--- config.mk ---
export PLATFORM = sky130hd
export DESIGN_NAME = lipe_notify_fifo
export DESIGN_NICKNAME = d
export VERILOG_FILES = /design/src/rtl/lipe_pkg.sv /design/src/rtl/lipe_ram.sv /design/src/rtl/lipe_notify_fifo.sv
export SDC_FILE = /design/constraint.sdc
export NUM_CORES = 1
export LEC_CHECK = 0
export BUFFER_PORTS_ARGS = -buffer_cell sky130_fd_sc_hd__buf_2
export CAP_MARGIN = 20
export CORE_MARGIN = 2
export CORE_UTILIZATION = 50
export DETAILED_ROUTE_END_ITERATION = 16
export GPL_TIMING_DRIVEN = 0
export HOLD_SLACK_MARGIN = 0.03
export PLACE_DENSITY_LB_ADDON = 0.05
export SLEW_MARGIN = 10
export SYNTH_ARGS = -nofsm -noshare
export SYNTH_HDL_FRONTEND = slang
export SYNTH_HIERARCHICAL = 1
export SYNTH_SLANG_ARGS = --single-unit
--- constraint.sdc ---
create_clock -name clk -period 3.9 [get_ports clk]
set_clock_uncertainty 0.05 [all_clocks]
set_input_delay 0.975 -clock clk [delete_from_list [all_inputs] [get_ports clk]]
set_output_delay 0.975 -clock clk [all_outputs]
set_load 0.01 [all_outputs]
--- src/rtl/lipe_pkg.sv ---
// Package for the LED indicator pattern engine: payload types, codes and
// pattern timing constants. No dependencies.
`timescale 1ns / 1ps

package lipe_pkg;

    // item actions
    localparam logic [2:0] ACT_TICK   = 3'd0;
    localparam logic [2:0] ACT_NOTIFY = 3'd1;
    localparam logic [2:0] ACT_BLINK  = 3'd2;
    localparam logic [2:0] ACT_SET    = 3'd3;
    localparam logic [2:0] ACT_BUSY   = 3'd4;

    // configuration register indexes
    localparam logic [1:0] CFG_BRIGHTNESS = 2'd0;
    localparam logic [1:0] CFG_INVERT     = 2'd1;
    localparam logic [1:0] CFG_EXT_SCAN   = 2'd2;

    // pattern modes
    typedef enum logic [2:0] {
        MODE_OFF    = 3'd0,
        MODE_ON     = 3'd1,
        MODE_SLOW   = 3'd2,
        MODE_FAST   = 3'd3,
        MODE_NBLINK = 3'd4,
        MODE_SEARCH = 3'd5,
        MODE_BUSY   = 3'd6
    } mode_t;

    // mode code with no mode behind it
    localparam logic [2:0] MODE_CODE_UNUSED = 3'd7;

    // proximity levels
    localparam logic [2:0] PROX_TOUCH = 3'd4;
    localparam logic [2:0] PROX_NEAR  = 3'd3;
    localparam logic [2:0] PROX_MID   = 3'd2;
    localparam logic [2:0] PROX_FAR   = 3'd1;

    // half periods in ms
    localparam int unsigned PER_NEAR   = 150;
    localparam int unsigned PER_MID    = 400;
    localparam int unsigned PER_FAR    = 800;   // also the slow pattern
    localparam int unsigned PER_FAST   = 250;
    localparam int unsigned PER_SEARCH = 1000;
    localparam int unsigned BLINK_STEP = 200;

    // busy double blink
    localparam int unsigned BUSY_CYCLE    = 300;
    localparam int unsigned BUSY_ON1_END  = 100;
    localparam int unsigned BUSY_ON2_BEG  = 150;
    localparam int unsigned BUSY_ON2_END  = 250;
    localparam int unsigned BUSY_RESTART  = 1000;
    localparam int unsigned BUSY_TIMEOUT  = 5000;

    localparam int unsigned QFILL_W = 4;

    typedef struct packed {
        logic [2:0]  action;
        logic [7:0]  count;
        logic [15:0] on_time;
        logic [15:0] off_time;
        logic [2:0]  mode_code;
        logic        busy_flag;
        logic        ambient_active;
        logic [2:0]  ambient_level;
        logic        suspended;
    } item_t;

    typedef struct packed {
        logic [7:0]         led_level;
        logic               led_lit;
        logic               scan_led_on;
        logic [2:0]         current_mode;
        logic [QFILL_W-1:0] queue_fill;
        logic               request_dropped;
    } result_t;

    typedef struct packed {
        logic [1:0] index;
        logic [7:0] data;
    } cfg_t;

    typedef struct packed {
        logic [7:0] brightness;
        logic       invert_output;
        logic       external_scan_led;
    } cfg_regs_t;

    typedef struct packed {
        logic [7:0]  count;
        logic [15:0] on_time;
        logic [15:0] off_time;
    } notify_entry_t;

    typedef struct packed {
        logic          push;
        logic          pop;
        notify_entry_t data;
    } fifo_req_t;

    typedef struct packed {
        logic          full;
        logic          empty;
        notify_entry_t head;
    } fifo_stat_t;

endpackage

--- src/rtl/lipe_ram.sv ---
// Generic single write port, single read port RAM with registered read.
// No dependencies.
`timescale 1ns / 1ps

module lipe_ram #(
    parameter int WIDTH = 40,
    parameter int DEPTH = 8
) (
    input  logic                                  clk,
    input  logic                                  we,
    input  logic [(DEPTH > 1 ? $clog2(DEPTH) : 1)-1:0] waddr,
    input  logic [WIDTH-1:0]                      wdata,
    input  logic [(DEPTH > 1 ? $clog2(DEPTH) : 1)-1:0] raddr,
    output logic [WIDTH-1:0]                      rdata
);

    logic [WIDTH-1:0] mem [DEPTH];

    // write port
    always_ff @(posedge clk)
    begin
        if (we)
        begin
            mem[waddr] <= wdata;
        end
    end

    // registered read, old data on a same-address write
    always_ff @(posedge clk)
    begin
        rdata <= mem[raddr];
    end

endmodule

--- src/rtl/lipe_notify_fifo.sv ---
// Notify request queue: RAM storage with a prefetched head entry.
// Depends on lipe_pkg and lipe_ram.
`timescale 1ns / 1ps

module lipe_notify_fifo #(
    parameter int DEPTH = 8
) (
    input  logic                                clk,
    input  logic                                rst_n,
    input  lipe_pkg::fifo_req_t                 req,
    output lipe_pkg::fifo_stat_t                stat,
    output logic [lipe_pkg::QFILL_W-1:0]        fill_level
);

    import lipe_pkg::*;

    localparam int AW = (DEPTH > 1) ? $clog2(DEPTH) : 1;
    localparam int FW = $clog2(DEPTH + 1);
    localparam int EW = $bits(notify_entry_t);

    logic [AW-1:0] head_reg, head_next;
    logic [AW-1:0] tail_reg, tail_next;
    logic [FW-1:0] fill_reg, fill_next;
    logic          byp_valid_reg;
    logic [EW-1:0] byp_data_reg;
    logic [EW-1:0] ram_rdata;
    logic          hit;
    notify_entry_t stored_head;

    // pointer and count update
    always_comb
    begin
        head_next = head_reg;
        tail_next = tail_reg;
        if (req.push)
        begin
            tail_next = (tail_reg == AW'(DEPTH - 1)) ? '0 : tail_reg + 1'b1;
        end
        if (req.pop)
        begin
            head_next = (head_reg == AW'(DEPTH - 1)) ? '0 : head_reg + 1'b1;
        end
        fill_next = fill_reg + FW'(req.push) - FW'(req.pop);
    end

    always_ff @(posedge clk or negedge rst_n)
    begin
        if (!rst_n)
        begin
            head_reg      <= '0;
            tail_reg      <= '0;
            fill_reg      <= '0;
            byp_valid_reg <= 1'b0;
        end
        else
        begin
            head_reg      <= head_next;
            tail_reg      <= tail_next;
            fill_reg      <= fill_next;
            byp_valid_reg <= hit;
        end
    end

    // a write to the entry being fetched bypasses the RAM
    assign hit = req.push && (tail_reg == head_next);

    always_ff @(posedge clk)
    begin
        byp_data_reg <= req.data;
    end

    lipe_ram #(
        .WIDTH (EW),
        .DEPTH (DEPTH)
    ) u_ram (
        .clk   (clk),
        .we    (req.push),
        .waddr (tail_reg),
        .wdata (req.data),
        .raddr (head_next),
        .rdata (ram_rdata)
    );

    // head: the pushed request when the queue is empty
    always_comb
    begin
        stored_head = byp_valid_reg ? notify_entry_t'(byp_data_reg)
                                    : notify_entry_t'(ram_rdata);
        stat.full  = (fill_reg == FW'(DEPTH));
        stat.empty = (fill_reg == '0);
        stat.head  = stat.empty ? req.data : stored_head;
    end

    assign fill_level = QFILL_W'(fill_next);

endmodule

==> out/qor.yml <==
outcome:
  outcome: "complete, no violations"
clocking:
  post_cts_buffers: 0
  holdBufCountCts: 0
  cts_tree: "yes"
  clkSinkCount: 411
  cts.clk_slew.worst_paths_ns: 0.06
  cts-htree-levels: 2
  root_buffer: "clkbuf_16"
  cts_buffers: 42
  clock_latency_ns: 0.54
  clockBufferDepth: 3
  ctsResizeCount: 0
synth:
  synth-compound-area-share_pct: 1.50
  syn_inst: 739
  synth_area_leaders: "edfxtp_1 (62%), mux4_1 (14%), dfxtp_1 (10%)"
  synth_top_family_by_area: "multiplexers"
  yosysUniqueCellTypes: 32
  synth_fa_ha_area_share_pct: 0.938
  synth_top_cell_by_area: "edfxtp_1"
  synth_fp_nets: 794
  yosys_warnings: 6
  avgSynthCellArea_sq_um: 20.9
  seq_area_frac_synth_pct: 74.2
  ys_ff_latch: 411
  synth_xor_area_share_pct: 0.275
  synth_mux_area_share_pct: 19.5
  synth_top_area_share_pct: 62.1
  synth-simple-area-share_pct: 1.67
  netlist_area_sq_um: 15500
layout:
  nNetsFinal: 948
  n_fill_cell: 2218
  antenna_cells: 0
  area_growth_pct: 18.6
  instances_no_fill: 1321
  layout-drive-gt1-share_pct: 27.2
  largest_reg_flops: 320
placed_design:
  dp_hpwl_mm: 19.2
  io_buffers: 89
  place_congestion: 0.765
  dp.cells: 1245
setup_path:
  startpoint: "req[40]"
  reg2reg_slack_ns: 1.01
  crit_required_ns: 2.87
  start_kind: "primary input"
  rr_worst_depth: 7
  crit_type: "in -> out"
  critPathArrivalTime_ns: 2.49
  r2r-start: "head_reg[0]$_DFF_PN0_"
  worstPathMaxFanout: 4
  worstSetupEndpointType: "primary output"
timing:
  drv_slew: 0
  fin_crit_sh_pct: 90.0
  max_clock_freq_mhz: 285
  min_period_ns: 3.51
  worstMarginPinSlew_ns: 0.856
  slew_headroom_pct: 42.9
  final-hold-violation-count: 0
  setup_violations: 0
  rsz0062_at_grt: "false"
job:
  cap_violations: 0
drt:
  vias: 7497
  drt_iter0_markers: 537
  ant_nets: 0
  finalWirelength_mm: 32.4
  first_pass_iters: 5
  drc_errors: 0
  via_per_inst: 5.68
  wire_per_inst_um: 24.5
power:
  vdd_drop_max_mv: 0.360
  switching_share_pct: 28.8
  sequentialPowerShare_pct: 42.1
  power_switching_mw: 3.94
  p_per_area_nw_per_um2: 744
  p_leak_nw: 6.50
  power_frac_comb_pct: 29.1
  p_clk_share_pct: 28.7
  p_total_mw: 13.7
  intPower_mw: 9.72
floorplanning:
  pin_count: 90
  die_w_um: 180
  core_sq_um: 30500
  start_util_pct: 50.7
  die_h_um: 180
  dieArea_sq_um: 32400
  rows: 64
global_route:
  antenna_found_initial: 2
  overflow: 0
  grt.total_usage_pct: 20.3
  grt_max_degree: 21
  grt_pass1_wl_mm: 48.9
  grt_pass1_vias: 7962
hold_path:
  hold_class: "in -> async"
## layer usage
layer | vias up | global-route usage, % | share of wire (%)
li1 | 3332 | - | -
met1 | 3939 | 27.4 | 42
met2 | 169 | 34.2 | 51
met3 | 53 | 3.61 | 4.8
met4 | 4 | 5.50 | 2.0
met5 | - | 0 | 0.077
## cell usage in the layout, fill, tap and decap left out, drive strengths merged, types with 7 or more instances in the layout
cell type,count
edfxtp,320
inv,11
o21ai,40
dfrtp,11
mux2,45
nand2,42
nor2,7
clkbuf,83
ha,10
dfxtp,80
buf,133
mux4,80
mux2i,40
## path summary, 6_finish.rpt
path / to
worst min register to register: head_reg[2]$_DFF_PN0_
min in group clk: head_reg[2]$_DFF_PN0_
max in group asynchronous: head_reg[0]$_DFF_PN0_
worst max register to register: u_ram/rdata[18]$_DFF_P_
worst min-delay path: tail_reg[2]$_DFFE_PN0P_
worst max-delay path: fill_level[2]
## cell type report
type | count | area [sq um] | area share [%]
multi-input cells | 283 | 3760 | 20.5
clock buffers | 70 | 1310 | 7.12
repair buffers | 110 | 936 | 5.10
clock inverters | 6 | 72.6 | 0.395
well taps | 396 | 495 | 2.70
inverters | 9 | 33.8 | 0.184
flip-flops and latches | 411 | 11500 | 62.6
plain buffers | 36 | 260 | 1.42
## cell usage after synthesis (all sizes together)
master	count
edfxtp	320
dfxtp	80
mux4	80
mux2	45
nand2	42
mux2i	40
o21ai	40
buf	23
clkbuf	13
dfrtp	11
ha	10
inv	9
nor2	7
and3	3
nand2b	3
xnor2	3
nor3	2
a21o	1
a21oi	1
a22o	1
fa	1
nor2b	1
nor3b	1
o211a	1
xor2	1
## power by group through the flow
stage	registers, mW	clock network (mW)	logic (mW)
CTS	5.76	4.02	4.07
detailed placement	5.85	0	4.05
global placement	5.87	0	3.67
global route	5.82	4.20	4.29
floorplan	5.79	0	2.42
finish	5.76	3.92	3.98
## critical path, stage by stage
cell and delay [ns]:
buf_2 0.15, ha_1 0.30, inv_1 0.06, ha_1 0.15, inv_1 0.06, fa_1 0.37, xnor2_1 0.25, buf_2 0.18
## cells by family (layout without fill, tap and decap cells)
logic type,after synthesis,count (layout)
flops,411,411
mux,165,165
simple gates,59,59
buf+inv,45,231
compound gates,44,44
fa+ha+maj,11,11
xor+xnor,4,4
## stage by stage
step,instance area [sq um],setup slack [ns],setup TNS (ns),hold WS (ns),utilization (%)
6_report,18400,0.388,0,0.270,60.2
4_1_cts,18400,0.374,0,0.251,60.2
3_5_place_dp,17000,0.376,0,0.525,55.6
2_1_floorplan,15500,0.623,0,0.465,-
5_1_grt,18400,0.298,0,0.263,60.2
3_3_place_gp,16400,-1.80,-528.45,0.481,53.8
Note: power is estimated with default switching activity, not from simulation.
