File: src/rtl/lipe_pkg.sv
// Package for the LED indicator pattern engine: payload types, codes and
// pattern timing constants. No dependencies.
`timescale 1ns / 1ps

package lipe_pkg;

    // item actions
    localparam logic [2:0] ACT_TICK   = 3'd0;
    localparam logic [2:0] ACT_NOTIFY = 3'd1;
    localparam logic [2:0] ACT_BLINK  = 3'd2;
    localparam logic [2:0] ACT_SET    = 3'd3;
    localparam logic [2:0] ACT_BUSY   = 3'd4;

    // configuration register indexes
    localparam logic [1:0] CFG_BRIGHTNESS = 2'd0;
    localparam logic [1:0] CFG_INVERT     = 2'd1;
    localparam logic [1:0] CFG_EXT_SCAN   = 2'd2;

    // pattern modes
    typedef enum logic [2:0] {
        MODE_OFF    = 3'd0,
        MODE_ON     = 3'd1,
        MODE_SLOW   = 3'd2,
        MODE_FAST   = 3'd3,
        MODE_NBLINK = 3'd4,
        MODE_SEARCH = 3'd5,
        MODE_BUSY   = 3'd6
    } mode_t;

    // mode code with no mode behind it
    localparam logic [2:0] MODE_CODE_UNUSED = 3'd7;

    // proximity levels
    localparam logic [2:0] PROX_TOUCH = 3'd4;
    localparam logic [2:0] PROX_NEAR  = 3'd3;
    localparam logic [2:0] PROX_MID   = 3'd2;
    localparam logic [2:0] PROX_FAR   = 3'd1;

    // half periods in ms
    localparam int unsigned PER_NEAR   = 150;
    localparam int unsigned PER_MID    = 400;
    localparam int unsigned PER_FAR    = 800;   // also the slow pattern
    localparam int unsigned PER_FAST   = 250;
    localparam int unsigned PER_SEARCH = 1000;
    localparam int unsigned BLINK_STEP = 200;

    // busy double blink
    localparam int unsigned BUSY_CYCLE    = 300;
    localparam int unsigned BUSY_ON1_END  = 100;
    localparam int unsigned BUSY_ON2_BEG  = 150;
    localparam int unsigned BUSY_ON2_END  = 250;
    localparam int unsigned BUSY_RESTART  = 1000;
    localparam int unsigned BUSY_TIMEOUT  = 5000;

    localparam int unsigned QFILL_W = 4;

    typedef struct packed {
        logic [2:0]  action;
        logic [7:0]  count;
        logic [15:0] on_time;
        logic [15:0] off_time;
        logic [2:0]  mode_code;
        logic        busy_flag;
        logic        ambient_active;
        logic [2:0]  ambient_level;
        logic        suspended;
    } item_t;

    typedef struct packed {
        logic [7:0]         led_level;
        logic               led_lit;
        logic               scan_led_on;
        logic [2:0]         current_mode;
        logic [QFILL_W-1:0] queue_fill;
        logic               request_dropped;
    } result_t;

    typedef struct packed {
        logic [1:0] index;
        logic [7:0] data;
    } cfg_t;

    typedef struct packed {
        logic [7:0] brightness;
        logic       invert_output;
        logic       external_scan_led;
    } cfg_regs_t;

    typedef struct packed {
        logic [7:0]  count;
        logic [15:0] on_time;
        logic [15:0] off_time;
    } notify_entry_t;

    typedef struct packed {
        logic          push;
        logic          pop;
        notify_entry_t data;
    } fifo_req_t;

    typedef struct packed {
        logic          full;
        logic          empty;
        notify_entry_t head;
    } fifo_stat_t;

endpackage

File: src/rtl/lipe_core.sv
// Command handling, timing counters and pattern select for one item.
// Depends on lipe_pkg.
`timescale 1ns / 1ps

module lipe_core (
    input  logic                          clk,
    input  logic                          rst_n,
    input  logic                          fire,
    input  lipe_pkg::item_t               item,
    input  lipe_pkg::cfg_regs_t           cfg_regs,
    input  lipe_pkg::fifo_stat_t          fifo_stat,
    input  logic [lipe_pkg::QFILL_W-1:0]  qfill,
    output lipe_pkg::fifo_req_t           fifo_req,
    output lipe_pkg::result_t             res
);

    import lipe_pkg::*;

    localparam int NEAR_W   = $clog2(2 * PER_NEAR);
    localparam int MID_W    = $clog2(2 * PER_MID);
    localparam int FAR_W    = $clog2(2 * PER_FAR);
    localparam int FAST_W   = $clog2(2 * PER_FAST);
    localparam int SEARCH_W = $clog2(2 * PER_SEARCH);
    localparam int E300_W   = $clog2(BUSY_CYCLE);
    localparam int E400_W   = $clog2(2 * BLINK_STEP);

    // state
    logic [31:0]         time_reg, time_next;
    mode_t               mode_reg, mode_next;
    mode_t               after_reg, after_next;
    logic [15:0]         limit_reg, limit_next;
    logic [31:0]         elapsed_reg, elapsed_next;
    logic [E300_W-1:0]   e300_reg, e300_next;
    logic [E400_W-1:0]   e400_reg, e400_next;
    logic [31:0]         deadline_reg, deadline_next;
    logic [7:0]          left_reg, left_next;
    logic [15:0]         on_reg, on_next;
    logic [15:0]         off_reg, off_next;
    logic [16:0]         phase_reg, phase_next;
    logic [NEAR_W-1:0]   near_reg, near_next;
    logic [MID_W-1:0]    mid_reg, mid_next;
    logic [FAR_W-1:0]    far_reg, far_next;
    logic [FAST_W-1:0]   fast_reg, fast_next;
    logic [SEARCH_W-1:0] search_reg, search_next;

    logic        t_wrap, e_wrap;
    logic [16:0] phase_inc;
    logic [2:0]  level;
    logic        prox, lit, dropped, push, pop, busy_shown;
    logic [8:0]  busy_r;
    mode_t       mode_cmd;

    // command, tick and pattern evaluation
    always_comb
    begin
        time_next     = time_reg;
        mode_next     = mode_reg;
        after_next    = after_reg;
        limit_next    = limit_reg;
        elapsed_next  = elapsed_reg;
        e300_next     = e300_reg;
        e400_next     = e400_reg;
        deadline_next = deadline_reg;
        left_next     = left_reg;
        on_next       = on_reg;
        off_next      = off_reg;
        phase_next    = phase_reg;
        near_next     = near_reg;
        mid_next      = mid_reg;
        far_next      = far_reg;
        fast_next     = fast_reg;
        search_next   = search_reg;
        t_wrap        = &time_reg;
        e_wrap        = &elapsed_reg;
        phase_inc     = phase_reg + 1'b1;
        dropped       = 1'b0;
        push          = 1'b0;
        pop           = 1'b0;
        lit           = 1'b0;
        busy_shown    = 1'b0;
        busy_r        = 9'(e300_reg);
        mode_cmd      = mode_t'(item.mode_code);

        case (item.action)
            ACT_TICK:
            begin
                time_next = time_reg + 1'b1;
                // phase counters restart with the time counter wrap
                near_next = (t_wrap || near_reg == NEAR_W'(2 * PER_NEAR - 1))
                          ? '0 : near_reg + 1'b1;
                mid_next = (t_wrap || mid_reg == MID_W'(2 * PER_MID - 1))
                         ? '0 : mid_reg + 1'b1;
                far_next = (t_wrap || far_reg == FAR_W'(2 * PER_FAR - 1))
                         ? '0 : far_reg + 1'b1;
                fast_next = (t_wrap || fast_reg == FAST_W'(2 * PER_FAST - 1))
                          ? '0 : fast_reg + 1'b1;
                search_next = (t_wrap || search_reg == SEARCH_W'(2 * PER_SEARCH - 1))
                            ? '0 : search_reg + 1'b1;
                // time since blink origin
                elapsed_next = elapsed_reg + 1'b1;
                e300_next = (e_wrap || e300_reg == E300_W'(BUSY_CYCLE - 1))
                          ? '0 : e300_reg + 1'b1;
                e400_next = (e_wrap || e400_reg == E400_W'(2 * BLINK_STEP - 1))
                          ? '0 : e400_reg + 1'b1;
                // burst phase
                if (left_reg != '0)
                begin
                    if (phase_inc >= (17'(on_reg) + 17'(off_reg)))
                    begin
                        phase_next = '0;
                        left_next  = left_reg - 1'b1;
                    end
                    else
                    begin
                        phase_next = phase_inc;
                    end
                end
            end
            ACT_NOTIFY:
            begin
                if (item.count == '0 || fifo_stat.full)
                begin
                    dropped = 1'b1;
                end
                else
                begin
                    push = 1'b1;
                end
            end
            ACT_BLINK:
            begin
                mode_next  = MODE_NBLINK;
                after_next = (item.mode_code == MODE_CODE_UNUSED) ? MODE_OFF : mode_cmd;
                limit_next = 16'(16'(item.count) * 16'(BLINK_STEP));
                elapsed_next = '0;
                e300_next    = '0;
                e400_next    = '0;
            end
            ACT_SET:
            begin
                if (item.mode_code inside {MODE_OFF, MODE_ON, MODE_SLOW, MODE_FAST,
                                           MODE_SEARCH})
                begin
                    mode_next = mode_cmd;
                end
            end
            ACT_BUSY:
            begin
                if (item.busy_flag)
                begin
                    mode_next     = MODE_BUSY;
                    deadline_next = time_reg + 32'(BUSY_TIMEOUT);
                end
                else
                begin
                    if (mode_reg == MODE_BUSY)
                    begin
                        mode_next = MODE_ON;
                    end
                    deadline_next = '0;
                end
            end
            default:
            begin
            end
        endcase

        // proximity indication on the updated time
        level = item.ambient_active ? item.ambient_level : 3'd0;
        case (level)
            PROX_TOUCH: prox = 1'b1;
            PROX_NEAR:  prox = (near_next < NEAR_W'(PER_NEAR));
            PROX_MID:   prox = (mid_next < MID_W'(PER_MID));
            PROX_FAR:   prox = (far_next < FAR_W'(PER_FAR));
            default:    prox = 1'b0;
        endcase
        prox = prox && item.ambient_active;

        // take the queue head when no burst plays
        if (left_next == '0 && (!fifo_stat.empty || push))
        begin
            pop        = 1'b1;
            left_next  = fifo_stat.head.count;
            on_next    = fifo_stat.head.on_time;
            off_next   = fifo_stat.head.off_time;
            phase_next = '0;
        end

        // pattern select by priority
        if (left_next != '0)
        begin
            lit = (phase_next < 17'(on_next));
        end
        else if (item.ambient_active && !cfg_regs.external_scan_led && item.suspended)
        begin
            lit = prox;
        end
        else if (mode_next == MODE_SEARCH)
        begin
            lit = item.ambient_active ? prox : (search_next < SEARCH_W'(PER_SEARCH));
        end
        else if (!item.suspended)
        begin
            if (mode_next == MODE_BUSY)
            begin
                if (deadline_next != '0 && time_next >= deadline_next)
                begin
                    mode_next = MODE_ON;
                end
                else
                begin
                    busy_shown = 1'b1;
                    busy_r     = 9'(e300_next);
                    lit = (busy_r < 9'(BUSY_ON1_END))
                       || (busy_r > 9'(BUSY_ON2_BEG) && busy_r < 9'(BUSY_ON2_END));
                    if (elapsed_next >= 32'(BUSY_RESTART))
                    begin
                        elapsed_next = '0;
                        e300_next    = '0;
                        e400_next    = '0;
                    end
                end
            end
            if (!busy_shown)
            begin
                if (mode_next == MODE_NBLINK)
                begin
                    if (elapsed_next >= 32'(limit_next))
                    begin
                        mode_next = after_next;
                    end
                    else
                    begin
                        lit = (e400_next < E400_W'(BLINK_STEP));
                    end
                end
                case (mode_next)
                    MODE_ON:   lit = 1'b1;
                    MODE_OFF:  lit = 1'b0;
                    MODE_SLOW: lit = (far_next < FAR_W'(PER_FAR));
                    MODE_FAST: lit = (fast_next < FAST_W'(PER_FAST));
                    default:
                    begin
                    end
                endcase
            end
        end
    end

    // queue requests, zero on-time stored as one ms
    always_comb
    begin
        fifo_req.push          = push && fire;
        fifo_req.pop           = pop && fire;
        fifo_req.data.count    = item.count;
        fifo_req.data.on_time  = (item.on_time == '0) ? 16'd1 : item.on_time;
        fifo_req.data.off_time = item.off_time;
    end

    // result fields
    always_comb
    begin
        if (cfg_regs.invert_output)
        begin
            res.led_level = lit ? 8'd0 : cfg_regs.brightness;
        end
        else
        begin
            res.led_level = lit ? cfg_regs.brightness : 8'd0;
        end
        res.led_lit         = lit;
        res.scan_led_on     = cfg_regs.external_scan_led && prox;
        res.current_mode    = mode_next;
        res.queue_fill      = qfill;
        res.request_dropped = dropped;
    end

    // state registers
    always_ff @(posedge clk or negedge rst_n)
    begin
        if (!rst_n)
        begin
            time_reg     <= '0;
            mode_reg     <= MODE_ON;
            after_reg    <= MODE_ON;
            limit_reg    <= '0;
            elapsed_reg  <= '0;
            e300_reg     <= '0;
            e400_reg     <= '0;
            deadline_reg <= '0;
            left_reg     <= '0;
            on_reg       <= '0;
            off_reg      <= '0;
            phase_reg    <= '0;
            near_reg     <= '0;
            mid_reg      <= '0;
            far_reg      <= '0;
            fast_reg     <= '0;
            search_reg   <= '0;
        end
        else if (fire)
        begin
            time_reg     <= time_next;
            mode_reg     <= mode_next;
            after_reg    <= after_next;
            limit_reg    <= limit_next;
            elapsed_reg  <= elapsed_next;
            e300_reg     <= e300_next;
            e400_reg     <= e400_next;
            deadline_reg <= deadline_next;
            left_reg     <= left_next;
            on_reg       <= on_next;
            off_reg      <= off_next;
            phase_reg    <= phase_next;
            near_reg     <= near_next;
            mid_reg      <= mid_next;
            far_reg      <= far_next;
            fast_reg     <= fast_next;
            search_reg   <= search_next;
        end
    end

endmodule

File: config.mk
export PLATFORM = sky130hd
export DESIGN_NAME = lipe_core
export DESIGN_NICKNAME = d
export VERILOG_FILES = /design/src/rtl/lipe_pkg.sv /design/src/rtl/lipe_core.sv
export SDC_FILE = /design/constraint.sdc
export NUM_CORES = 1
export LEC_CHECK = 0
export ABC_AREA = 1
export BUFFER_PORTS_ARGS = -buffer_cell sky130_fd_sc_hd__buf_2
export CORE_UTILIZATION = 35
export CTS_BUF_LIST = sky130_fd_sc_hd__clkbuf_4 sky130_fd_sc_hd__clkbuf_8
export DETAILED_ROUTE_END_ITERATION = 10
export PLACE_DENSITY = 0.52
export SETUP_SLACK_MARGIN = 0.02
export SLEW_MARGIN = 20
export SYNTH_ARGS = -nofsm -noshare
export SYNTH_HDL_FRONTEND = slang
export SYNTH_SLANG_ARGS = --single-unit
File: constraint.sdc
create_clock -name clk -period 18.35 [get_ports clk]
set_input_delay 0 -clock clk [delete_from_list [all_inputs] [get_ports clk]]
set_output_delay 0 -clock clk [all_outputs]
set_load 0.05 [all_outputs]
==> results.md, run 1 <==
* Status: completed
* Synth warnings at 0
* Worst r2r src: time_reg[2]
* Clk buf depth at 3
* Mux cell area share after synthesis at 0%
* Rel. slew slack at 28.32%
* Reg2Reg Capture Point: mode_reg[2]
* Setup bufs post-CTS at 0
* Yosys reg bits at 243
* Seq pwr share at 29.9%
* Core Area at 55630 um2
* # IOs at 171
* P&R area growth vs syn at 13.57%
* Combinational family with the most area after synthesis: simple AND/OR/NAND/NOR gates
* GP Congestion at 0.9206
* Row count at 86
* DRC Markers at 0
* Worst-case reg-to-reg path depth at 38
* Multi-input gate area at 11600 um2
* Final Hold Vio Count at 0
* Maxcap violations at 0
* Clk root buf: clkbuf_8
* Worst hold path type: primary input to output port
* Simple-gate portion of the synthesized area at 31.20%
* CP most frequent cell: a21oi_1
* Initial antenna violation count at 3
* Sequential area share after synthesis at 30.61%
* Pwr Total at 2438 uW
* Pwr Density at 108.0 nW/um2
* Die width at 240.3 um
* Clock power frac at 25.8%
* Starting Density at 35.73%
* Worst-path clk slew at 60 ps
* # setup viols final at 0
* Compound-cell area share of the yosys netlist at 13.62%
* Asr flop ratio synth at 100.0%
* Final Non-Filler Cells at 3817
* Hold Path End: fifo_req[5]
* CP peak stage delay at 570 ps
* NetSw at 1093 uW
* Comb pwr share at 44.3%
* Period minus WS final at 8179 ps
* Hold_sp: item[14]
* Final WL at 58930 um
* Placed Cells at 3668
* Fill count at 5785
* Synth Area in XOR/XNOR at 4.098%
* Post_cts resized at 0
* Setup_tns at 0 ps
* Ys flop type: dfrtp_1
* Pint at 1345 uW
* Critical path data arrival time at 8180 ps
* Register area at 6083 um2
* Netlist cell types at 62
* Number of I/O port buffers at 130
* Grt ovf at 0
* CP max FO at 45
* Post-synth EDFFs at 0
* WP buf/inv at 4
* Final period utilization at 44.57%
* Clk sinks at 243
* Layout cells sized above 1 at 11.11%
* Largest net degree at the start of global routing at 107
* LEAKAGE at 0.01081 uW
* Dpl hpwl at 43090 um
* DR pass1 iterations at 5
* Post-CTS Hold Buffers at 54
* Max-slew violations at 0
* Synth Instances at 2911
* Syn Area/Cell at 6.828 um2
* Htree depth at 2
* CP Class: flip-flop to output port
* R2R setup slack at 11520 ps
* Unrepaired setup endpoints after global routing: false
* Worst skew pair latency at 650 ps
* Slew @ Worst Pin at 1075 ps
* Sw frac at 44.84%
* Die area at 57750 um2
* Crit path capture type: output port
* Clk_skew at 33.15 ps
* Achievable frequency at 0.1223 GHz
* Vias at 19230
* CTS Buf Count at 51
* Via density at 5.038
* Worst VDD drop at 0.0001277 V
* Post-synthesis adder-cell area fraction at 9.342%
* Startpoint Class: flip-flop
* Number of DRC markers in iteration 0 at 1357
* Slowest-stage cell, CP: a2111oi_0
* Global-route wire length before repair at 94620 um
* CTS tree: yes
* Mapped cell area at 19880 um2
* All-layer global routing usage at 20.50%
* Syn Nets at 3168
* Nets at 3284
* Remaining antenna violation count after routing at 0
* Hold-critical path depth at 0
* Vias in the first global route at 18410
* Die Y at 240.3 um
* Routed WL per cell at 15.44 um
* Crit path required time at 18350 ps
* Delay-heaviest family, CP: compound AO/OA/AOI/OAI gates
## metal layers
layer  GRT usage (%)  up-vias  share of wire (%)
met1           27.06     8933                 46
met3           3.502      120                5.0
met4           7.759        2                3.4
li1                -     9737                  -
met2           33.32      439                 45
met5               0        -              0.034
## cell usage after synthesis, types with 8 or more instances
| cell type | instances | area [um2] |
|---|---|---|
| nand2_1 | 725 | 2721 |
| inv_1 | 379 | 1423 |
| o21ai_0 | 276 | 1381 |
| dfrtp_1 | 241 | 6031 |
| nand3_1 | 221 | 1106 |
| nor2_1 | 218 | 818.3 |
| ha_1 | 142 | 1777 |
| a21oi_1 | 100 | 500.5 |
| xor2_1 | 83 | 727.0 |
| clkbuf_1 | 71 | 266.5 |
| nand4_1 | 58 | 362.9 |
| nor3_1 | 55 | 275.3 |
| o21ai_1 | 38 | 190.2 |
| buf_4 | 32 | 240.2 |
| o22ai_1 | 30 | 187.7 |
| inv_2 | 20 | 75.07 |
| nand2_2 | 19 | 118.9 |
| buf_2 | 18 | 90.09 |
| nor4_1 | 16 | 100.1 |
| nand3b_1 | 12 | 90.09 |
| nor2_2 | 11 | 68.82 |
| o21bai_1 | 11 | 82.58 |
| nand3_2 | 10 | 100.1 |
| nor2_4 | 10 | 112.6 |
| xnor2_1 | 10 | 87.58 |
| buf_1 | 9 | 33.78 |
| nor3_2 | 8 | 80.08 |
## worst register-to-register path: cells and delay by family, from the launching register on
| kind | cells | cell delay (ps) |
|---|---|---|
| AND/OR/NAND/NOR | 21 | 3140 |
| AO/OA/AOI/OAI | 8 | 1600 |
| buffers and inverters | 6 | 840 |
| adder cells (fa/ha/maj) | 2 | 590 |
| flip-flops | 1 | 370 |
| XOR/XNOR | 1 | 200 |
## cells by family after synthesis
kind of cell               after synthesis
and+or+nand+nor                       1388
buffers and inverters                  541
AOI/OAI and AO/OA                      500
DFF                                    243
adders and majority gates              146
xor gates and xnor gates                93
## power by group through the flow
stage	Clock (uW)	Combinational [uW]	Sequential [uW]
6_report	630	1080	730
3_3_place_gp	0	1050	734
3_5_place_dp	0	1070	736
5_1_grt	681	1220	745
4_1_cts	659	1080	728
2_1_floorplan	0	842	711
## how the worst max path moves through the flow
| stage | from | end | cells past startpoint |
|---|---|---|---|
| 2_1_floorplan | on_reg[0] | res[10] | 42 |
| 3_3_place_gp | on_reg[0] | res[17] | 45 |
| 3_5_place_dp | on_reg[0] | res[14] | 45 |
| 4_1_cts | on_reg[0] | res[14] | 45 |
| 5_1_grt | on_reg[0] | res[12] | 45 |
| 6_report | on_reg[0] | res[14] | 45 |
## layout make-up
cell class / count / share of cell area, %
antenna: 1 / 0.01109
clock inverter: 20 / 0.7261
multi-input combinational: 2127 / 51.38
timing repair buffer: 198 / 5.892
clock buffer: 74 / 4.124
inverter: 406 / 6.773
sequential: 243 / 26.95
tap: 748 / 4.146
## layout by cell type (no fill, tap or decap), types with 8 or more instances in the layout
cell type      synthesis  final
nor2_1               218    217
nand4_1               58     58
buf_2                 18    128
nor2_2                11     12
buf_4                 32     14
a21oi_1              100    100
o22ai_1               30     30
nand3b_1              12     12
inv_1                379    378
nor2_4                10     10
xnor2_1               10     10
nor4_1                16     16
nand3_1              221    221
clkbuf_8               0     60
nand3_2               10      9
nor3_2                 8      8
dfrtp_1              241    241
nor3_1                55     55
clkinv_2               0     14
o21ai_1               38     38
ha_1                 142    142
o21bai_1              11     11
nand2_1              725    725
clkbuf_4               0     14
dlygate4sd3_1          0     53
xor2_1                83     83
nand2_2               19     19
o21ai_0              276    276
inv_2                 20     20
## per-stage QoR
| stage | instance area, um2 | utilization [%] | worst slack (ps) | hold slack [ps] |
|---|---|---|---|---|
| floorplan | 19880 | - | 12070 | -295.6 |
| global placement | 20900 | 37.57 | 11010 | -4.650 |
| detailed placement | 20900 | 37.57 | 10840 | -3.113 |
| CTS | 22550 | 40.54 | 10100 | 0.3409 |
| global route | 22570 | 40.58 | 9185 | 0.09077 |
| finish | 22570 | 40.58 | 10170 | 0.02196 |
(Power assumes the default switching activity.)
==> run 2, diff against run 1 <==
PLACE_DENSITY = 0.53   (was 0.52)
clock period = 6.7 ns   (was 18.35 ns; I/O delays follow)
==> run 2 against run 1 <==
The flow now finishes with violations (hold timing, setup timing). Routed wire length rose by 4.0%. Core utilization increased by 2.6 points. Non-clock buffer count increased by 88. Global-route usage is 0.42 points higher. Final area is 6.4% higher. Largest cell class unchanged. Register-to-register slack worse by 11000 ps.
==> results.md, run 2 (synthesis results as in run 1) <==
* CP peak stage delay at 380 ps (was 570 ps)
* Number of I/O port buffers at 130 (unchanged)
* Delay-heaviest family, CP: simple AND/OR/NAND/NOR gates (was compound AO/OA/AOI/OAI gates)
* Commonest non-fill, non-tap cells in the layout: nand2_1, inv_1, o21ai_0 (unchanged)
* Clk sinks at 243 (unchanged)
* Vias at 19780 (was 19230)
* Starting Density at 35.73% (unchanged)
* Slowest-stage cell, CP: dfrtp_1 (was a2111oi_0)
* All-layer global routing usage at 20.92% (was 20.50%)
* Max-slew violations at 0 (unchanged)
* CTS tree: yes (unchanged)
* Via density at 5.079 (was 5.038)
* Setup ws final at -307.1 ps (was 10170 ps)
* # IOs at 171 (unchanged)
* Largest net degree at the start of global routing at 133 (was 107)
* Clk_skew at 39.04 ps (was 33.15 ps)
* Placed Cells at 3706 (was 3668)
* Pwr Total at 7230 uW (was 2438 uW)
* Worst skew pair latency at 650 ps (about the same)
* Worst-path clk slew at 60 ps (about the same)
* Crit path capture type: output port (unchanged)
* Row count at 86 (unchanged)
* Die width at 240.3 um (unchanged)
* CP max FO at 8 (was 45)
* Status: finished with violations (was completed)
* DR pass1 iterations at 5 (unchanged)
* Worst hold path type: primary input to async pin (was primary input to output port)
* # setup viols final at 9 (was 0)
* Util after Layout at 43.15% (was 40.58%)
* Setup_tns at -2571 ps (was 0 ps)
* Final Non-Filler Cells at 3894 (was 3817)
* Slew @ Worst Pin at 1058 ps (was 1075 ps)
* Remaining antenna violation count after routing at 0 (unchanged)
* Achievable frequency at 0.1427 GHz
* Crit path from: on_reg[0] (unchanged)
* Commonest non-fill, non-tap cell in the layout: nand2_1 (unchanged)
* Core Area at 55630 um2 (unchanged)
* Layout cells sized above 1 at 16.50% (was 11.11%)
* Htree depth at 2 (unchanged)
* Rel. slew slack at 28.53% (was 28.32%)
* Failing checks: hold timing, setup timing
* LEAKAGE at 0.01139 uW (was 0.01081 uW)
* DRC Markers at 0 (unchanged)
* Dpl hpwl at 43160 um (was 43090 um)
* Maxcap violations at 0 (unchanged)
* Final Hold Vio Count at 6 (was 0)
* WP buf/inv at 14 (was 4)
* CP Class: flip-flop to output port (unchanged)
* Period minus WS final at 7007 ps
* Global-route wire length before repair at 97230 um (was 94620 um)
* CP most frequent cell: buf_4 (was a21oi_1)
* Die area at 57750 um2 (unchanged)
* Number of DRC markers in iteration 0 at 1246 (was 1357)
* Initial antenna violation count at 1 (was 3)
* Die Y at 240.3 um (unchanged)
* Grt ovf at 0 (unchanged)
* Routed WL per cell at 15.73 um (was 15.44 um)
* Startpoint Class: flip-flop (unchanged)
* Critical path data arrival time at 7010 ps (was 8180 ps)
* Final WL at 61270 um (was 58930 um)
* Final period utilization at 104.6%
* Worst r2r src: on_reg[0] (was time_reg[2])
* CTS Buf Count at 48 (was 51)
* Unrepaired setup endpoints after global routing: true (was false)
* Pwr Density at 301.2 nW/um2 (was 108.0 nW/um2)
* Worst VDD drop at 0.0002340 V (was 0.0001277 V)
* Clk root buf: clkbuf_8 (unchanged)
* Fill count at 5730 (was 5785)
* Vias in the first global route at 19030 (was 18410)
* GP Congestion at 0.9083 (was 0.9206)
* Nets at 3372 (was 3284)
* Hold Worst Slack at -41.11 ps (was 0.02196 ps)
* Crit path required time at 6700 ps (was 18350 ps)
* P&R area growth vs syn at 20.78% (was 13.57%)
* Clk buf depth at 3 (unchanged)
==> run 2: cell count changes in the layout (fill, tap and decap cells not counted), sizes merged, moves of 2 or more <==
cell,previous run,this run
bufinv,2,0
clkbuf,74,79
nand2,750,753
dlygate4sd3,53,51
clkinv,20,7
buf,145,233
==> run 2: timing repair <==
item | 4_1_cts | 5_1_grt
gates cloned | 6 | 4
hold endpoints to repair | 185 | 0
setup endpoints to repair | 12 | 64
gates resized for setup | 110 | 78
buffers inserted | 38 | 16
pin swaps | 22 | 32
hold buffers | 51 | 0
==> run 2: layer usage <==
metal  up-vias  share of wire [%]  GRT usage [%]
met3        76                4.4          3.444
met1      9346                 48          28.51
li1       9902                  -              -
met4         0                2.1          5.887
met2       455                 46          33.94
met5         -                  0              0
==> run 2: metrics by stage <==
| step | setup slack (ps) | cell area [um2] |
|---|---|---|
| after floorplan | 417.8 | 19880 |
| after global placement | 140.7 | 21250 |
| after detailed placement | -2.155 | 21250 |
| after CTS | -142.9 | 23540 |
| after global routing | -725.8 | 24010 |
| final | -307.1 | 24010 |
==> run 2: layout make-up <==
cell class,count,area [um2],share of cell area (%)
clock inverter,3,20.02,0.08339
timing repair buffer,286,2313,9.637
antenna,1,2.502,0.01042
inverter,406,1534,6.390
tap,748,935.9,3.898
multi-input combinational,2130,12190,50.79
sequential,243,6085,25.35
clock buffer,77,922.1,3.841
==> run 2: worst register-to-register path: cells and delay by family (launching register included) <==
kind | cells | cell delay (ps)
buf+inv | 17 | 1610
fa+ha+maj | 3 | 840
flops | 1 | 380
compound gates | 18 | 2220
simple gates | 11 | 1000
==> run 2: path summary, 6_finish.rpt <==
check	endpoint	slack (ps)	depth (start not counted)
worst min-delay path	near_reg[4]	-40	2
min in group clk	fifo_req[5]	0	0
worst max register to register	elapsed_reg[19]	470	49
max in group asynchronous	time_reg[5]	5470	3
worst max-delay path	res[14]	-310	44
worst min register to register	off_reg[4]	480	2
==> run 2: report_power, final <==
| part | switching (uW) | internal [uW] |
|---|---|---|
| combinational | 2260 | 1400 |
| clock | 691 | 858 |
| sequential | 261 | 1750 |
| total | 3210 | 4020 |
==> run 3, diff against run 2 <==
RECOVER_POWER = 25   (was not set)
==> run 3 against run 2 <==
The flow finishes with violations (capacitance limit, slew limit, setup timing). Register-to-register slack barely moved. Critical path depth is the same. First-iteration DRC count up 7.5%. Die area unchanged. Via count about the same. Power hardly changed. Critical path type unchanged.
==> results.md, run 3 (synthesis results as in run 1) <==
* Setup ws final at -301.7 ps (was -307.1 ps)
* Delay-heaviest family, CP: simple AND/OR/NAND/NOR gates (unchanged)
* Hold Worst Slack at 0.02195 ps (was -41.11 ps)
* Remaining antenna violation count after routing at 0 (unchanged)
* Row count at 86 (unchanged)
* Grt ovf at 0 (unchanged)
* Commonest non-fill, non-tap cell in the layout: nand2_1 (unchanged)
* Starting Density at 35.73% (unchanged)
* Unrepaired setup endpoints after global routing: true (unchanged)
* Largest net degree at the start of global routing at 133 (unchanged)
* Commonest non-fill, non-tap cells in the layout: nand2_1, inv_1, o21ai_0 (unchanged)
* Critical path data arrival time at 7000 ps (was 7010 ps)
* Worst hold path type: primary input to output port (was primary input to async pin)
* DR pass1 iterations at 5 (unchanged)
* Hold Path End: fifo_req[5]
* Maxcap violations at 1 (was 0)
* CP max FO at 8 (unchanged)
* # IOs at 171 (unchanged)
* NetSw at 3211 uW (was 3214 uW)
* Rel. slew slack at -277.6% (was 28.53%)
* Htree depth at 2 (unchanged)
* GP Congestion at 0.9083 (unchanged)
* Cell Area, Placed at 21250 um2 (unchanged)
* Nets at 3372 (unchanged)
* Clk root buf: clkbuf_8 (unchanged)
* # setup viols final at 9 (unchanged)
* Die Y at 240.3 um (unchanged)
* Worst skew pair latency at 650 ps (about the same)
* Finished Cell Area at 23980 um2 (was 24010 um2)
* Period minus WS final at 7002 ps (was 7007 ps)
* Die area at 57750 um2 (unchanged)
* Clk buf depth at 3 (unchanged)
* Die width at 240.3 um (unchanged)
* Core Area at 55630 um2 (unchanged)
* Worst-case reg-to-reg path depth at 49 (unchanged)
* Vias in the first global route at 19030 (unchanged)
* R2R setup slack at 470 ps (about the same)
* Hold-critical path depth at 0
* Final period utilization at 104.5% (was 104.6%)
* Max-slew violations at 113 (was 0)
* Final WL at 61100 um (was 61270 um)
* Sw frac at 44.44% (was 44.46%)
* Achievable frequency at 0.1428 GHz (was 0.1427 GHz)
* Crit path capture type: output port (unchanged)
* Worst VDD drop at 0.0002339 V (was 0.0002340 V)
* Seq pwr share at 27.9% (about the same)
* CP most frequent cell: buf_4 (unchanged)
* Dpl ws at -2.155 ps (unchanged)
* CP peak stage delay at 380 ps (about the same)
* CP Class: flip-flop to output port (unchanged)
* Clk sinks at 243 (unchanged)
* Final Hold Vio Count at 0 (was 6)
* Comb pwr share at 50.7% (about the same)
* Pwr Density at 301.4 nW/um2 (was 301.2 nW/um2)
* Worst-path clk slew at 50 ps (was 60 ps)
* Global-route wire length before repair at 97230 um (unchanged)
* Routed WL per cell at 15.69 um (was 15.73 um)
* Slowest-stage cell, CP: dfrtp_1 (unchanged)
* Pwr Total at 7225 uW (was 7230 uW)
* Clk_skew at 39.73 ps (was 39.04 ps)
* Clock power frac at 21.4% (about the same)
* Dpl hpwl at 43160 um (unchanged)
* CTS Buf Count at 48 (unchanged)
* All-layer global routing usage at 20.92% (unchanged)
* Slew @ Worst Pin at 5664 ps (was 1058 ps)
* Number of DRC markers in iteration 0 at 1339 (was 1246)
* Vias at 19760 (was 19780)
* Fill count at 5746 (was 5730)
* Layout cells sized above 1 at 15.83% (was 16.50%)
* Failing checks: capacitance limit, slew limit, setup timing (was hold timing, setup timing)
* Reg2Reg Capture Point: elapsed_reg[18] (was elapsed_reg[19])
* Number of I/O port buffers at 130 (unchanged)
* Startpoint Class: flip-flop (unchanged)
* Status: finished with violations (unchanged)
* Initial antenna violation count at 1 (unchanged)
* WP buf/inv at 14 (unchanged)
* Worst r2r src: on_reg[0] (unchanged)
* CTS tree: yes (unchanged)
* DRC Markers at 0 (unchanged)
* Crit path required time at 6700 ps (about the same)
* P&R area growth vs syn at 20.63% (was 20.78%)
* Hold_sp: item[14]
* LEAKAGE at 0.01133 uW (was 0.01139 uW)
* Via density at 5.075 (was 5.079)
* Pint at 4015 uW (was 4016 uW)
==> run 3: routing by layer <==
metal | global-route usage (%) | share of wire, % | up-vias
li1 | - | - | 9911
met1 | 28.51 | 48 | 9337
met4 | 5.887 | 2.1 | 0
met3 | 3.444 | 4.5 | 76
met5 | 0 | 0 | -
met2 | 33.94 | 46 | 437
==> run 3: area by class of cell <==
| class | instances | area (um2) | area share, % |
|---|---|---|---|
| Antenna cell | 1 | 2.502 | 0.01044 |
| Clock buffer | 77 | 922.1 | 3.846 |
| Clock inverter | 3 | 20.02 | 0.08349 |
| Inverter | 406 | 1534 | 6.398 |
| Multi-Input combinational cell | 2130 | 12190 | 50.86 |
| Sequential cell | 243 | 6085 | 25.38 |
| Tap cell | 748 | 935.9 | 3.903 |
| Timing Repair Buffer | 286 | 2283 | 9.524 |
==> run 3: what timing repair did <==
action | 4_1_cts | 5_1_grt
pin swaps | 22 | 32
gates cloned | 6 | 4
endpoints found under the setup margin | 12 | 64
resized for setup | 110 | 78
endpoints found under the hold margin | 185 | 0
hold buffers | 51 | 0
buffers inserted | 38 | 16
==> run 3: worst max path at each step <==
stage	startpoint	endpoint	depth (start not counted)
2_1_floorplan	on_reg[0]	res[10]	42
3_3_place_gp	on_reg[0]	res[13]	43
3_5_place_dp	on_reg[0]	res[14]	43
4_1_cts	on_reg[0]	res[14]	45
5_1_grt	on_reg[0]	res[14]	43
6_report	on_reg[0]	res[14]	44
==> run 3: power by group through the flow <==
stage	Combinational [uW]	Clock (uW)	Sequential (uW)
3_5_place_dp	2980	0	2020
4_1_cts	3450	1610	2010
5_1_grt	4070	1670	2060
2_1_floorplan	2300	0	1950
3_3_place_gp	2910	0	2020
6_report	3660	1550	2020
==> run 3: metrics by stage <==
| stage | TNS (ps) | utilization [%] | instances |
|---|---|---|---|
| finish | -2522 | 43.10 | 3894 |
| global placement | 0 | 38.20 | 3706 |
| floorplan | 0 | - | 2911 |
| global route | -7602 | 43.10 | 3894 |
| CTS | -1075 | 42.31 | 3880 |
| detailed placement | -2.155 | 38.20 | 3706 |
